## src/sv/cdqs_pkg.sv

```systemverilog
// Shared constants, types and helper functions of the circular deque with search.
`timescale 1ns / 1ps
package cdqs_pkg;

   localparam int DEPTH      = 16;
   localparam int DATA_WIDTH = 32;
   localparam int IDX_W      = $clog2(DEPTH);
   localparam int CNT_W      = $clog2(DEPTH + 1);
   localparam int ACTION_W   = 3;
   localparam int VALUE_W    = 32;
   localparam int STATUS_W   = 3;
   localparam int OUT_CNT_W  = 5;

   typedef logic [IDX_W-1:0]      idx_type;
   typedef logic [CNT_W-1:0]      cnt_type;
   typedef logic [DATA_WIDTH-1:0] word_type;

   typedef enum logic [ACTION_W-1:0] {
      ACT_PUSH_BACK  = 3'd0,
      ACT_PUSH_FRONT = 3'd1,
      ACT_POP_FRONT  = 3'd2,
      ACT_POP_BACK   = 3'd3,
      ACT_SEARCH     = 3'd4,
      ACT_LENGTH     = 3'd5
   } action_type;

   typedef enum logic [STATUS_W-1:0] {
      ST_DONE      = 3'd0,
      ST_EMPTY     = 3'd1,
      ST_FULL      = 3'd2,
      ST_FOUND     = 3'd3,
      ST_NOT_FOUND = 3'd4
   } status_type;

   typedef struct packed {
      status_type                 status;
      logic signed [VALUE_W-1:0]  popped_value;
      logic [OUT_CNT_W-1:0]       entry_count;
   } rsp_type;

   typedef struct packed {
      logic     we;
      idx_type  waddr;
      word_type wdata;
      logic     re;
      idx_type  raddr;
   } ram_req_type;

   function automatic word_type to_word(input logic [VALUE_W-1:0] v);
      return DATA_WIDTH'(v);
   endfunction

   function automatic logic [VALUE_W-1:0] from_word(input word_type w);
      return VALUE_W'(w);
   endfunction

   function automatic idx_type slot_add(input idx_type base, input cnt_type off);
      logic [CNT_W:0] sum;
      sum = (CNT_W + 1)'(base) + (CNT_W + 1)'(off);
      if (sum >= (CNT_W + 1)'(DEPTH)) begin
         sum = sum - (CNT_W + 1)'(DEPTH);
      end
      return sum[IDX_W-1:0];
   endfunction

endpackage

```

## src/sv/cdqs_req_if.sv

```systemverilog
// Request channel interface: action and value with valid/ready.
`timescale 1ns / 1ps
interface cdqs_req_if
   import cdqs_pkg::*;
   ();
   logic                      valid;
   logic                      ready;
   logic [ACTION_W-1:0]       action;
   logic signed [VALUE_W-1:0] value;

   modport source (output valid, action, value, input ready);
   modport sink   (input valid, action, value, output ready);
endinterface

```

## src/sv/cdqs_rsp_if.sv

```systemverilog
// Response channel interface: status, popped value and entry count with valid/ready.
`timescale 1ns / 1ps
interface cdqs_rsp_if
   import cdqs_pkg::*;
   ();
   logic                      valid;
   logic                      ready;
   logic [STATUS_W-1:0]       status;
   logic signed [VALUE_W-1:0] popped_value;
   logic [OUT_CNT_W-1:0]      entry_count;

   modport source (output valid, status, popped_value, entry_count, input ready);
   modport sink   (input valid, status, popped_value, entry_count, output ready);
endinterface

```

## src/sv/circular_deque_with_search.sv

```systemverilog
// Top level of the circular deque with search: sequencer, ring RAM and response register.
// Push, length and rejected actions go from idle straight to the reply state; pops pass through
// a pop state for the RAM read data; a search compares entries in order, one RAM read per cycle.
// One item is worked at a time; the next item is taken while a result waits in the
// response register. Synchronous reset empties the deque; RAM contents stay undefined.
`timescale 1ns / 1ps
module circular_deque_with_search
   import cdqs_pkg::*;
(
   input  logic           clock,
   input  logic           reset,
   cdqs_req_if.sink       req_chan,
   cdqs_rsp_if.source     rsp_chan
);
   logic        out_free;
   logic        reply_valid;
   rsp_type     reply;
   ram_req_type ram_req;
   word_type    ram_rdata;

   logic        rsp_valid_ff, rsp_valid_in;
   rsp_type     rsp_data_ff, rsp_data_in;

   cdqs_ctrl u_ctrl (
      .clock       (clock),
      .reset       (reset),
      .req_valid   (req_chan.valid),
      .req_ready   (req_chan.ready),
      .req_action  (req_chan.action),
      .req_value   (req_chan.value),
      .out_free    (out_free),
      .reply_valid (reply_valid),
      .reply       (reply),
      .ram_req     (ram_req),
      .ram_rdata   (ram_rdata)
   );

   cdqs_ram #(
      .DEPTH (DEPTH),
      .WIDTH (DATA_WIDTH)
   ) u_ram (
      .clock (clock),
      .we    (ram_req.we),
      .waddr (ram_req.waddr),
      .wdata (ram_req.wdata),
      .re    (ram_req.re),
      .raddr (ram_req.raddr),
      .rdata (ram_rdata)
   );

   assign out_free = !rsp_valid_ff || rsp_chan.ready;

   always_comb begin
      rsp_valid_in = rsp_valid_ff && !rsp_chan.ready;
      rsp_data_in  = rsp_data_ff;
      if (reply_valid) begin
         rsp_valid_in = 1'b1;
         rsp_data_in  = reply;
      end
   end

   always_ff @(posedge clock) begin
      if (reset) begin
         rsp_valid_ff <= 1'b0;
      end else begin
         rsp_valid_ff <= rsp_valid_in;
      end
   end

   always_ff @(posedge clock) begin
      rsp_data_ff <= rsp_data_in;
   end

   assign rsp_chan.valid        = rsp_valid_ff;
   assign rsp_chan.status       = rsp_data_ff.status;
   assign rsp_chan.popped_value = rsp_data_ff.popped_value;
   assign rsp_chan.entry_count  = rsp_data_ff.entry_count;
endmodule

```

## src/sv/cdqs_ram.sv

```systemverilog
// Simple dual-port RAM: one write port, one read port with registered read data.
`timescale 1ns / 1ps
module cdqs_ram #(
   parameter int DEPTH = 16,
   parameter int WIDTH = 32
) (
   input  logic                     clock,
   input  logic                     we,
   input  logic [$clog2(DEPTH)-1:0] waddr,
   input  logic [WIDTH-1:0]         wdata,
   input  logic                     re,
   input  logic [$clog2(DEPTH)-1:0] raddr,
   output logic [WIDTH-1:0]         rdata
);
   logic [WIDTH-1:0] mem [DEPTH];
   logic [WIDTH-1:0] rdata_ff;

   always_ff @(posedge clock) begin
      if (we) begin
         mem[waddr] <= wdata;
      end
   end

   always_ff @(posedge clock) begin
      if (re) begin
         rdata_ff <= mem[raddr];
      end
   end

   assign rdata = rdata_ff;
endmodule

```

## src/sv/cdqs_ctrl.sv

```systemverilog
// Deque sequencer: ring pointers, push/pop addressing and the search scan.
`timescale 1ns / 1ps
module cdqs_ctrl
   import cdqs_pkg::*;
(
   input  logic                  clock,
   input  logic                  reset,
   input  logic                  req_valid,
   output logic                  req_ready,
   input  logic [ACTION_W-1:0]   req_action,
   input  logic [VALUE_W-1:0]    req_value,
   input  logic                  out_free,
   output logic                  reply_valid,
   output rsp_type               reply,
   output ram_req_type           ram_req,
   input  word_type              ram_rdata
);
   typedef enum logic [3:0] {
      S_IDLE  = 4'b0001,
      S_POP   = 4'b0010,
      S_SCAN  = 4'b0100,
      S_REPLY = 4'b1000
   } state_type;

   state_type            state_ff, state_in;
   idx_type              front_ff, front_in;
   cnt_type              count_ff, count_in;
   cnt_type              scan_ff, scan_in;
   word_type             word_ff, word_in;
   status_type           status_ff, status_in;
   logic [VALUE_W-1:0]   popped_ff, popped_in;

   logic    full;
   logic    empty;
   idx_type front_prev;

   assign full       = (count_ff == CNT_W'(DEPTH));
   assign empty      = (count_ff == '0);
   assign front_prev = (front_ff == '0) ? IDX_W'(DEPTH - 1) : front_ff - 1'b1;
   assign req_ready  = (state_ff == S_IDLE);

   always_comb begin
      state_in    = state_ff;
      front_in    = front_ff;
      count_in    = count_ff;
      scan_in     = scan_ff;
      word_in     = word_ff;
      status_in   = status_ff;
      popped_in   = popped_ff;
      reply_valid = 1'b0;
      ram_req     = '0;
      unique case (state_ff)
         S_IDLE: begin
            if (req_valid) begin
               word_in   = to_word(req_value);
               status_in = ST_DONE;
               popped_in = '0;
               state_in  = S_REPLY;
               unique case (req_action)
                  ACT_PUSH_BACK: begin
                     if (full) begin
                        status_in = ST_FULL;
                     end else begin
                        ram_req.we    = 1'b1;
                        ram_req.waddr = slot_add(front_ff, count_ff);
                        ram_req.wdata = to_word(req_value);
                        count_in      = count_ff + 1'b1;
                     end
                  end
                  ACT_PUSH_FRONT: begin
                     if (full) begin
                        status_in = ST_FULL;
                     end else begin
                        ram_req.we    = 1'b1;
                        ram_req.waddr = front_prev;
                        ram_req.wdata = to_word(req_value);
                        front_in      = front_prev;
                        count_in      = count_ff + 1'b1;
                     end
                  end
                  ACT_POP_FRONT: begin
                     if (empty) begin
                        status_in = ST_EMPTY;
                     end else begin
                        ram_req.re    = 1'b1;
                        ram_req.raddr = front_ff;
                        front_in      = slot_add(front_ff, CNT_W'(1));
                        count_in      = count_ff - 1'b1;
                        state_in      = S_POP;
                     end
                  end
                  ACT_POP_BACK: begin
                     if (empty) begin
                        status_in = ST_EMPTY;
                     end else begin
                        ram_req.re    = 1'b1;
                        ram_req.raddr = slot_add(front_ff, count_ff - 1'b1);
                        count_in      = count_ff - 1'b1;
                        state_in      = S_POP;
                     end
                  end
                  ACT_SEARCH: begin
                     if (empty) begin
                        status_in = ST_NOT_FOUND;
                     end else begin
                        ram_req.re    = 1'b1;
                        ram_req.raddr = front_ff;
                        scan_in       = CNT_W'(1);
                        state_in      = S_SCAN;
                     end
                  end
                  default: begin
                  end
               endcase
            end
         end
         S_POP: begin
            popped_in = from_word(ram_rdata);
            state_in  = S_REPLY;
         end
         S_SCAN: begin
            priority if (ram_rdata == word_ff) begin
               status_in = ST_FOUND;
               state_in  = S_REPLY;
            end else if (scan_ff == count_ff) begin
               status_in = ST_NOT_FOUND;
               state_in  = S_REPLY;
            end else begin
               ram_req.re    = 1'b1;
               ram_req.raddr = slot_add(front_ff, scan_ff);
               scan_in       = scan_ff + 1'b1;
            end
         end
         S_REPLY: begin
            reply_valid = out_free;
            if (out_free) begin
               state_in = S_IDLE;
            end
         end
         default: begin
            state_in = S_IDLE;
         end
      endcase
   end

   always_ff @(posedge clock) begin
      if (reset) begin
         state_ff <= S_IDLE;
         front_ff <= '0;
         count_ff <= '0;
      end else begin
         state_ff <= state_in;
         front_ff <= front_in;
         count_ff <= count_in;
      end
   end

   always_ff @(posedge clock) begin
      scan_ff   <= scan_in;
      word_ff   <= word_in;
      status_ff <= status_in;
      popped_ff <= popped_in;
   end

   assign reply.status       = status_ff;
   assign reply.popped_value = popped_ff;
   assign reply.entry_count  = OUT_CNT_W'(count_ff);
endmodule
```

## src/flat_wrapper.sv

```systemverilog
// flat-port wrapper written by rule: the top's interface ports become plain ports
module circular_deque_with_search_flat import cdqs_pkg::*;
  (clock, reset, req_chan_valid, req_chan_action, req_chan_value, req_chan_ready, rsp_chan_valid, rsp_chan_status, rsp_chan_popped_value, rsp_chan_entry_count, rsp_chan_ready);
  cdqs_req_if req_chan_i ();
  cdqs_rsp_if rsp_chan_i ();
  input  logic clock;
  input  logic reset;
  input wire logic [$bits(req_chan_i.valid)-1:0] req_chan_valid;
  input wire logic [$bits(req_chan_i.action)-1:0] req_chan_action;
  input wire logic [$bits(req_chan_i.value)-1:0] req_chan_value;
  output wire logic [$bits(req_chan_i.ready)-1:0] req_chan_ready;
  output wire logic [$bits(rsp_chan_i.valid)-1:0] rsp_chan_valid;
  output wire logic [$bits(rsp_chan_i.status)-1:0] rsp_chan_status;
  output wire logic [$bits(rsp_chan_i.popped_value)-1:0] rsp_chan_popped_value;
  output wire logic [$bits(rsp_chan_i.entry_count)-1:0] rsp_chan_entry_count;
  input wire logic [$bits(rsp_chan_i.ready)-1:0] rsp_chan_ready;
  assign req_chan_i.valid = req_chan_valid;
  assign req_chan_i.action = req_chan_action;
  assign req_chan_i.value = req_chan_value;
  assign req_chan_ready = req_chan_i.ready;
  assign rsp_chan_valid = rsp_chan_i.valid;
  assign rsp_chan_status = rsp_chan_i.status;
  assign rsp_chan_popped_value = rsp_chan_i.popped_value;
  assign rsp_chan_entry_count = rsp_chan_i.entry_count;
  assign rsp_chan_i.ready = rsp_chan_ready;
  circular_deque_with_search u_core (.clock(clock), .reset(reset), .req_chan(req_chan_i), .rsp_chan(rsp_chan_i));
endmodule
```

## config.mk

```make
export PLATFORM = sky130hd
export DESIGN_NAME = circular_deque_with_search_flat
export DESIGN_NICKNAME = d
export VERILOG_FILES = /design/src/sv/cdqs_pkg.sv /design/src/sv/cdqs_req_if.sv /design/src/sv/cdqs_rsp_if.sv /design/src/sv/circular_deque_with_search.sv /design/src/sv/cdqs_ram.sv /design/src/sv/cdqs_ctrl.sv /design/src/flat_wrapper.sv
export SDC_FILE = /design/constraint.sdc
export NUM_CORES = 1
export LEC_CHECK = 0
export ABC_AREA = 1
export ABC_CLOCK_PERIOD_IN_PS = 4600
export BUFFER_PORTS_ARGS = -buffer_cell sky130_fd_sc_hd__clkbuf_2
export CAP_MARGIN = 10
export CORE_UTILIZATION = 45
export CTS_CLUSTER_SIZE = 14
export DETAILED_ROUTE_END_ITERATION = 8
export SYNTH_ARGS = -nofsm -noshare
export SYNTH_HDL_FRONTEND = slang
export SYNTH_SLANG_ARGS = --single-unit
```

## constraint.sdc

```tcl
create_clock -name clock -period 4.6 [get_ports clock]
set_input_delay 0.92 -clock clock [delete_from_list [all_inputs] [get_ports clock]]
set_output_delay 0.92 -clock clock [all_outputs]
set_load 0.01 [all_outputs]
```

# Yosys cells after proc, flatten, opt, wreduce, memory -nomap -nowiden
# Memory sizes are Yosys's and may differ from the RTL's. A register that Yosys moved wholly into a read port is not among the register bits.
# Cells that the tools add are included.
# totals
register_bits,126
ramBits,512
in_bits,39
out_inout_bits,42
elab_cells,121
mem_count,1
# memory_table
name,words,word_bits,read_ports,rd_ports_with_merged_regs,write_ports,line_no,text
u_core.u_ram.mem,16,32,1,1,1,cdqs_ram.sv:15,logic [WIDTH-1:0] mem [DEPTH];
# classes
add_sub_neg,12
magnitude_cmp,4
eq_ne,22
muxes,50
reduce_logical,21
# ops
operator,count
two-way mux 37 bit,3
one-hot mux 37 bit (2 select lines),1
one-hot mux 32 bit (2 select lines),1
two-way mux 5 bit,11
two-way mux 4 bit,13
two-way mux 42 bit,1
one-hot mux 5 bit (2 select lines),4
== test 32 bit,1
two-way mux 32 bit,1
subtractor 4 x 1 -> 4 bit (second input constant),5
adder 4 x 5 -> 6 bit,3
>= comparator 6 x 5 -> 1 bit (second input constant),3
inequality test 2 bit (second input constant),9
one-hot mux 4 bit (2 select lines),2
one-hot mux 4 bit (4 select lines),1
two-way mux 3 bit,4
adder 5 x 1 -> 5 bit (second input constant),2
AND reduction 5 bit,2
one-hot mux 3 bit (3 select lines),1
nonzero test 2 bit,4
== test 3 x 2 -> 1 bit (second input constant),2
one-hot mux 3 bit (2 select lines),1
AND reduction 3 bit,2
AND reduction 6 bit,1
other kinds (23),31

# Logic depth before layout (Yosys ltp)
# depth
word_depth,10
ltp_mapped,18
mapped_depth_nobuf,16

# Cells and area by module
# A second synthesis with hierarchy kept.
# hier_totals
hier_cells,2708
hier_area_um2,29245.5
# modules_own_cells
module,n_inst,cells_each,area_per_inst_um2,seq_area_each_um2
cdqs_ram,1,2121,23058.4,16335.7
cdqs_ctrl,1,542,4943.5,2422.3
circular_deque_with_search,1,45,1243.7,1221.2

# Worst setup path before layout
# No wires, ideal clock.
# synth_path
kind,in2reg
from,in req_chan_action[2]
to,reg u_core.u_ram.rdata_ff[0] (netlist: u_core.u_ram.rdata[0]) (read register of u_core.u_ram.mem) (enable)
setup_time_ns,0.466
arrival_ns,3.704
t_required_ns,4.134
setup_slack_ns,0.431
stages,5
n_path_buf,0
path_cell_list,inv_1 -> nand2_1 -> inv_1 -> o21ai_2 -> o21ai_0
# synth_lines
element,line_no,text
"start, declared",flat_wrapper.sv:9,input wire logic [$bits(req_chan_i.action)-1:0] req_chan_action;
"end, declared",cdqs_ram.sv:16,logic [WIDTH-1:0] rdata_ff;

# Worst setup path in the final report
# layout_path
from,reg u_core.u_ram.rdata_ff[17] (netlist: u_core.u_ram.rdata[17]) (read register of u_core.u_ram.mem)
to,"reg u_core.u_ram.rdata_ff[13] (netlist: u_core.u_ram.rdata[13]) (read register of u_core.u_ram.mem), data pin"
# layout_between
elab_chain_len,3
# layout_rtl
element,line_no,text
== test 32 bit,cdqs_ctrl.sv:122,priority if (ram_rdata == word_ff) begin
two-way mux 5 bit,cdqs_ctrl.sv:122,
one-hot mux 5 bit (2 select lines),cdqs_ctrl.sv:52,unique case (state_ff)
# Every way passes these cells.
# A chain may end at the register's enable or synchronous reset.

==> impl_metrics.toml <==
[power]
p_leak_nw = 13.27
power_density_nw_per_um2 = 397.5
finalPower_mw = 13.03
ir_drop_v = 0.0002338

[sta]
slew_headroom_pct = 17.46
fmax_mhz = 263.0
setup_violations = 0
tns_ns = 0
hold_viol = 0
rsz0062_at_grt = "no"
skew_ns = 0.02934
min_period_ns = 3.802
tightest_slew_ns = 1.234
slew_violations = 0
fin_hold_ws_ns = 0.4205
fin_crit_sh_pct = 82.65

[detailed_routing]
vias_per_cell = 5.316
vias = 19320
wire_per_inst_um = 20.64
ant_nets = 0
drt-total-wl_um = 75000
drt_first_pass_iters = 8
drc = 2
drt_iter0_drc = 1958

[grt]
grt_pass1_vias = 18730
grt_pass1_wl_um = 114500
grt_overflow = 0
grt_max_degree = 120
antenna_found_initial = 0
grt_use_total_pct = 22.97

[clock_network]
htree_levels = 3
post_cts_buffers = 0
insertion_delay_ns = 0.62
cts_max_path_buffers = 3
cts_root_buf = "clkbuf_16"
cts.repair.resized = 0
cts_tree = "done"
path_clk_slew_ns = 0.06
cts_sinks = 670
numCtsBuffers = 71
postCtsHoldBufs = 0

[cells_and_area]
stdcell_count = 3634
final_common_cell = "edfxtp_1"
fin_nets = 2785
drive_gt1_share_pct = 9.428
diodes = 0
fill_cells = 5621
syn_to_final_growth_pct = 12.15
mostFrequentLayoutCells = "656 x edfxtp_1, 597 x nand3_1, 550 x nand2_1, 416 x inv_1, 91 x nor2_1"

[floorplan]
rows = 93
chipHeight_um = 256.8
die_w_um = 256.8
start_util_pct = 45.42
dieArea_sq_um = 65970
io_pins = 81
core-area_sq_um = 64350

[synth]
async_flop_share_pct = 0
synth_top_area_share_pct = 67.40
synth_top_area_cell = "edfxtp_1"
avgSynthCellArea_sq_um = 10.97
syn-cell-area_sq_um = 29230
synth_nets = 2721
synth-edff-count = 656
synth.yosys.seq_area_share_pct = 68.36
synth_ff_type = "edfxtp_1"
synthCells = 2664
synth_warnings = 0
synth.top_cells.by_area = "edfxtp_1 67%, nand3_1 10%, nand2_1 7.1%, inv_1 5.4%, buf_2 1.4%"
ys_ff_latch = 670
synth.distinct_cells = 36

[setup_path]
endpoint_kind = "register"
r2r_slack_ns = 0.80
reg2regPathDepth = 16
setup.worst_path.start_class = "register"
r2r-end = "u_core.u_ram.rdata[13]"
cp_data_required_time_ns = 5.08
cp_data_arrival_time_ns = 4.29
r2r-start = "u_core.u_ram.rdata[17]"
crit_type = "reg2reg"
critPathMaxFanout = 104

[worst_hold_path]
hold_path.class = "reg2reg"
whs_endpoint = "u_core.rsp_chan.popped_value[16]"
whs_path_depth = 0
holdCritStartpoint = "u_core.u_ctrl.popped_ff[16]"

[status]
outcome = "complete, but fails checks"
violations = "DRC"

[flow_run]
drv_cap = 0

[placed_design]
place_congestion = 0.8069
io_buffer_count = 80
dp_hpwl_um = 40990
dp_cells = 3510
==> final cells by class <==
| class | instances | area (sq um) | area share (%) |
|---|---|---|---|
| multi-input cells | 1434 | 7062 | 21.54 |
| repair buffers | 129 | 918.4 | 2.802 |
| inverters | 422 | 1587 | 4.840 |
| clock buffers | 89 | 1866 | 5.691 |
| well taps | 855 | 1070 | 3.264 |
| flip-flops and latches | 670 | 19980 | 60.95 |
| clock inverters | 35 | 296.5 | 0.9047 |
==> critical path, stage by stage (launching register included) <==
cell and delay [ns]:
edfxtp_1 0.38, inv_1 0.26, nand2_1 0.09, nand2_1 0.07, nand2_1 0.07, nor2_1 0.13
nand2_1 0.22, nor2_1 0.47, nand2_1 0.22, nand3_1 0.16, nand2_4 0.26, inv_4 0.16
buf_12 0.47, nand3_1 0.25, nand3_1 0.17, nand3_1 0.09, nand2_1 0.08
==> sequential cells by signal, summed over array words and instances, names as in the netlist <==
register / cells
u_core.u_ctrl.word_ff: 32
u_core.u_ctrl.count_ff: 5
u_core.u_ctrl.status_ff: 3
u_core.rsp_chan.valid: 1
u_core.u_ctrl.state_ff: 4
u_core.u_ctrl.front_ff: 4
u_core.rsp_chan.popped_value: 32
u_core.u_ctrl.scan_ff: 5
u_core.rsp_chan.status: 3
u_core.u_ctrl.popped_ff: 32
u_core.u_ram.mem: 512
u_core.u_ram.rdata: 32
u_core.rsp_chan.entry_count: 5
==> cells by family after synthesis <==
logic type,count (synthesis),share of synthesized area [%]
compound gates,51,0.9890
xor+xnor,42,1.259
fa+ha+maj,18,0.8477
buf+inv,560,8.117
flops,670,68.36
mux,2,0.06850
simple gates,1321,20.36
==> power by group <==
| group | total, mW | switching, mW | internal, mW |
|---|---|---|---|
| sequential | 6.97 | 0.0723 | 6.89 |
| combinational | 0.658 | 0.475 | 0.183 |
| clock | 5.40 | 2.34 | 3.06 |
| total | 13.0 | 2.89 | 10.1 |
==> metal layers <==
layer	routed length (um)	track usage, %	vias up	part of all wire, %
li1	-	-	9066	-
met1	33100	32.70	9370	44
met2	34820	36.40	770	46
met3	5266	2.985	112	7.0
met4	1809	7.771	0	2.4
met5	0	0	-	0
==> synth_stat cells, types with 7 or more instances <==
| cell type | n |
|---|---|
| nor2_1 | 107 |
| edfxtp_1 | 656 |
| clkbuf_1 | 15 |
| nand3_1 | 597 |
| inv_1 | 418 |
| nor3_1 | 7 |
| o21ai_0 | 14 |
| buf_6 | 13 |
| buf_1 | 8 |
| xnor2_1 | 33 |
| a21oi_1 | 20 |
| buf_4 | 18 |
| xor2_1 | 9 |
| dfxtp_1 | 14 |
| ha_1 | 15 |
| nand3b_1 | 43 |
| buf_2 | 84 |
| nand2_1 | 553 |
==> worst max-delay path by stage <==
stage | slack (ns) | endpoint | start
after detailed placement | 0.84 | u_core.u_ram.rdata[13] | req_chan_action[2]
after CTS | 0.88 | u_core.u_ram.rdata[13] | u_core.u_ram.rdata[17]
after global routing | 0.63 | u_core.u_ram.rdata[4] | u_core.u_ram.rdata[17]
final | 0.80 | u_core.u_ram.rdata[13] | u_core.u_ram.rdata[17]
after global placement | 0.86 | u_core.u_ram.rdata[13] | req_chan_action[2]
after floorplan | 0.43 | u_core.u_ram.rdata[0] | req_chan_action[2]
==> stage by stage <==
step           instance area (sq um)  worst slack (ns)  utilization, %
6_report                       32780            0.7981           50.94
5_1_grt                        32780            0.6326           50.94
2_1_floorplan                  29230            0.4306               -
3_3_place_gp                   30620            0.8561           47.58
3_5_place_dp                   30620            0.8413           47.58
4_1_cts                        32780            0.8769           50.94
(Power assumes the default switching activity.)
